==> src/hdl/wpc_pkg.sv <==
// Package: shared types, codes and constants for the waypoint patrol heading controller.
`timescale 1ns / 1ps

package wpc_pkg;

  // Sequencer states
  typedef enum logic [4:0] {
    S_IDLE,
    S_NORM,
    S_EVT,
    S_RNORM,
    S_RDEC,
    S_RD,
    S_DIFF,
    S_SQX,
    S_SQY,
    S_SUM,
    S_SQRT,
    S_CINIT,
    S_CORD,
    S_ERR,
    S_YAWM,
    S_CLM,
    S_DIVS,
    S_DIVW,
    S_FIN,
    S_OUT0,
    S_OUT1
  } state_t;

  // Item operations
  localparam logic OP_STEP  = 1'b0;
  localparam logic OP_WRITE = 1'b1;

  // Event codes
  localparam logic [1:0] EV_NONE  = 2'd0;
  localparam logic [1:0] EV_FOUND = 2'd1;
  localparam logic [1:0] EV_ENDED = 2'd2;

  // Register indexes
  localparam logic [2:0] REG_YAW_GAIN  = 3'd0;
  localparam logic [2:0] REG_CRUISE    = 3'd1;
  localparam logic [2:0] REG_THRESHOLD = 3'd2;
  localparam logic [2:0] REG_RADIUS    = 3'd3;
  localparam logic [2:0] REG_COUNT     = 3'd4;

  // Angles
  localparam int PI_Q13      = 25736;
  localparam int TWO_PI_Q13  = 51472;
  localparam int HALF_PI_Q16 = 102944;

  // Iteration counts
  localparam int SQRT_STEPS   = 25;
  localparam int CORDIC_STEPS = 17;
  localparam int DIV_BITS     = 39;
  localparam int DIVISOR_BITS = 25;

  // atan(2^-i) in Q.16 radians
  function automatic logic [16:0] atan_q16(input logic [4:0] i);
    logic [16:0] a;
    unique case (i)
      5'd0:    a = 17'd51472;
      5'd1:    a = 17'd30386;
      5'd2:    a = 17'd16055;
      5'd3:    a = 17'd8150;
      5'd4:    a = 17'd4091;
      5'd5:    a = 17'd2047;
      5'd6:    a = 17'd1024;
      5'd7:    a = 17'd512;
      5'd8:    a = 17'd256;
      5'd9:    a = 17'd128;
      5'd10:   a = 17'd64;
      5'd11:   a = 17'd32;
      5'd12:   a = 17'd16;
      5'd13:   a = 17'd8;
      5'd14:   a = 17'd4;
      5'd15:   a = 17'd2;
      5'd16:   a = 17'd1;
      default: a = 17'd0;
    endcase
    return a;
  endfunction

endpackage

==> src/hdl/wpc_div.sv <==
// Serial restoring divider: unsigned 39-bit dividend by 25-bit divisor, one bit a cycle.
`timescale 1ns / 1ps

module wpc_div
  import wpc_pkg::*;
(
  input  logic                    clk,
  input  logic                    rst,
  input  logic                    start,
  input  logic [DIV_BITS-1:0]     dividend,
  input  logic [DIVISOR_BITS-1:0] divisor,
  output logic                    busy,
  output logic                    done,
  output logic [DIV_BITS-1:0]     quotient
);

  logic [DIVISOR_BITS-1:0] rem;
  logic [DIVISOR_BITS:0]   rem_sh;
  logic [DIVISOR_BITS:0]   rem_sub;
  logic                    ge;
  logic [5:0]              cnt;

  assign rem_sh  = {rem, quotient[DIV_BITS-1]};
  assign rem_sub = rem_sh - {1'b0, divisor};
  assign ge      = rem_sh >= {1'b0, divisor};

  always_ff @(posedge clk) begin
    if (rst) begin
      busy <= 1'b0;
      done <= 1'b0;
    end else begin
      done <= 1'b0;
      if (start) begin
        busy <= 1'b1;
      end else if (busy && cnt == 6'(DIV_BITS - 1)) begin
        busy <= 1'b0;
        done <= 1'b1;
      end
    end
  end

  always_ff @(posedge clk) begin
    if (start) begin
      quotient <= dividend;
      rem      <= '0;
      cnt      <= '0;
    end else if (busy) begin
      rem      <= ge ? rem_sub[DIVISOR_BITS-1:0] : rem_sh[DIVISOR_BITS-1:0];
      quotient <= {quotient[DIV_BITS-2:0], ge};
      cnt      <= cnt + 6'd1;
    end
  end

endmodule

==> config.mk <==
export PLATFORM = sky130hd
export DESIGN_NAME = wpc_div
export DESIGN_NICKNAME = d
export VERILOG_FILES = /design/src/hdl/wpc_pkg.sv /design/src/hdl/wpc_div.sv
export SDC_FILE = /design/constraint.sdc
export NUM_CORES = 1
export LEC_CHECK = 0
export BUFFER_PORTS_ARGS = -buffer_cell sky130_fd_sc_hd__buf_4
export CAP_MARGIN = 5
export CORE_ASPECT_RATIO = 0.9
export CORE_MARGIN = 2
export CORE_UTILIZATION = 59
export DETAILED_ROUTE_END_ITERATION = 12
export MAX_ROUTING_LAYER = met4
export PLACE_DENSITY = 0.84
export SYNTH_ARGS = -nofsm -noshare
export SYNTH_HDL_FRONTEND = slang
export SYNTH_SLANG_ARGS = --single-unit
==> constraint.sdc <==
create_clock -name clk -period 8.4 [get_ports clk]
set_clock_uncertainty 0.05 [all_clocks]
set_input_delay 1.68 -clock clk [delete_from_list [all_inputs] [get_ports clk]]
set_output_delay 1.68 -clock clk [all_outputs]
set_load 0.02 [all_outputs]
==> out/results.txt <==
# hold bufs at CTS - 0
critical path class - input port to register
clock power share - 0.271
DP HPWL - 7.76 mm
Seq/Total Area, Yosys - 0.404
Initial DRC Count - 169
Port Buffers - 107
Tot GR Track Use - 0.257
Synth area leaders - edfxtp_1, dfxtp_1, mux2_2
Final nets - 648
clock tree buffer depth - 2
largest net degree at the start of global routing - 62
Worst slew margin - 0.205
Syn Inst Count - 453
CP startpoint - divisor[0]
drt total wl - 10.5 mm
Routed Antenna Nets - 0
setup ws final - 3.68 ns
XOR/XNOR Fraction of Synth Area - 0.0444
Max FO, Critical Path - 34
core area - 7510 sq um
area share of fa/ha/maj cells after synthesis - 0.0789
final setup TNS - 0 ns
combinational share of power - 0.259
setup bufs post-CTS - 0
DR vias/cell - 5.89
clock tree root buffer cell - clkbuf_8
Power Total - 897 uW
CTS tree - yes
drt drc - 0
main combinational cell family by area after synthesis - compound AO/OA/AOI/OAI gates
area leader, netlist - edfxtp_1
drt pass-1 iters - 5
simple logic cell fraction of the synthesized area - 0.137
Tmin final - 4.72 ns
synthesized cell area - 4540 sq um
Area Overhead vs Synth - 22.1%
GRT Residual Overflow - 0
share of post-route cells with drive strength above 1 - 0.312
Clock transition at path regs - 0.07 ns
Net Count, Synth - 548
die footprint - 8410 sq um
Worst Setup End Kind - register
number of max-cap violations - 0
Psw - 277 uW
complex-gate fraction of the synthesized area - 0.153
Seq pwr share - 0.469
ANT cells - 0
Ports - 108
top-area cell type share of the netlist area - 0.258
crit start category - input port
Final Cycle Share - 0.562
Vias - 3,850
Pwr Density - 162 nW/um^2
RSZ-0062 raised after global routing - false
Hold Startpoint - rem[11]$_SDFFE_PP0P_
run status - complete, no violations
Clock Latency Late Sink - 0.34 ns
worst slew pin tran - 1.19 ns
ys flop type - edfxtp_1
drt wl/cell - 16.1 um
die height - 87.2 um
Mapped Avg Cell Area - 10.0 sq um
routability cong. - 0.950
LEAKAGE - 2.48 nW
Yosys warnings - 0
first-pass GRT wire length - 16.4 mm
clk sinks - 72
Rows - 30
# resized after CTS - 0
Max Slew Vio Count - 0
htree depth - 3
async set-or-reset flop fraction in the synthesized netlist - 0
most common cell after layout, fill and taps aside - buf_4
Crit path required time - 8.60 ns
Seq cells post-synth - 72
vias in the first global route - 3,507
floorplan die width - 96.4 um
pre-CTS setup slack - 3.35 ns
r2r startpoint - quotient[38]$_DFFE_PP_
post-synth cell types - 59
Achievable Freq - 0.212 GHz
setup violators final - 0
initial core utilization - 0.604
final core area utilization - 0.738
final hold vios - 0
Int Power - 620 uW
TritonCTS Buffers - 9
switching share of power - 0.309
antenna violations before repair - 0
Worst VDD drop - 0.0000910 V
worst path arrival time - 4.92 ns
most frequent cells in the layout - buf_4, edfxtp_1, mux2_2
Min-Delay Path Class - register to register
multiplexer area fraction after synthesis - 0.132
Post-synth EDFFs - 39
state kept, by name (all words and copies together), names as in the netlist:
register  cells
quotient     39
rem          25
done          1
busy          1
cnt           6
final timing paths:
kind	to	slack (ns)	cells after the start
setup / recovery	rem[12]$_SDFFE_PP0P_	3.68	12
hold / removal	rem[11]$_SDFFE_PP0P_	0.42	2
setup reg to reg	rem[12]$_SDFFE_PP0P_	4.59	12
hold reg to reg	rem[11]$_SDFFE_PP0P_	0.42	2
per-stage QoR:
step / std cells / instance area [sq um] / hold WS [ns]
CTS: 654 / 5540 / 0.426
global route: 654 / 5540 / 0.459
global placement: 638 / 5370 / 0.409
detailed placement: 638 / 5370 / 0.415
floorplan: 453 / 4540 / 0.394
finish: 654 / 5540 / 0.424
Yosys cell counts (3+ instances only):
master and instances:
nand4_1 8, ha_1 27, edfxtp_1 39, mux2i_1 17
mux2_2 38, a21o_1 4, o21a_1 3, a211oi_1 12
o21ai_1 8, and3_1 6, o31ai_1 7, xnor2_1 11
inv_1 33, nand3b_1 3, nand3_1 7, nand2b_1 6
nor3_1 14, nor2b_1 3, a21oi_1 22, a211o_1 3
nand2_1 26, o21ai_0 11, o21bai_1 3, xor2_1 12
a32oi_1 6, nor4_1 4, clkbuf_1 14, nor2_1 37
dfxtp_1 33
cell families after synthesis:
logic type,after synthesis
simple gates,124
compound gates,98
flops,72
mux,55
buf+inv,53
fa+ha+maj,28
xor+xnor,23
layout make-up:
class	count	area, sq um
clock buffers	10	128
clock inverters	6	43.8
fillers	573	1970
inverters	33	124
multi-input cells	328	2470
flip-flops and latches	72	1830
well taps	96	120
repair buffers	109	818
power by group through the flow:
stage                     Combinational (mW)  Sequential (mW)  Clock [mW]
after CTS                              0.232            0.421       0.246
after global routing                   0.252            0.424       0.261
after global placement                 0.225            0.427           0
final                                  0.233            0.421       0.243
after detailed placement               0.231            0.429           0
after floorplan                        0.126            0.451           0
critical path, stage by stage:
cell,delay (ns)
buf_4,0.08
ha_1,0.15
inv_1,0.05
fa_1,0.46
a211oi_4,0.31
o21ai_2,0.14
a31oi_2,0.22
o21ai_2,0.09
a211o_1,0.32
a31oi_4,0.95
mux2i_1,0.19
a211oi_1,0.26
routing by layer:
metal  track usage  wire length [um]
met5             -                 0
met4        0.0743               103
met3        0.0459               588
met2         0.404              5170
met1         0.343              4660
(Power assumes the default switching activity.)
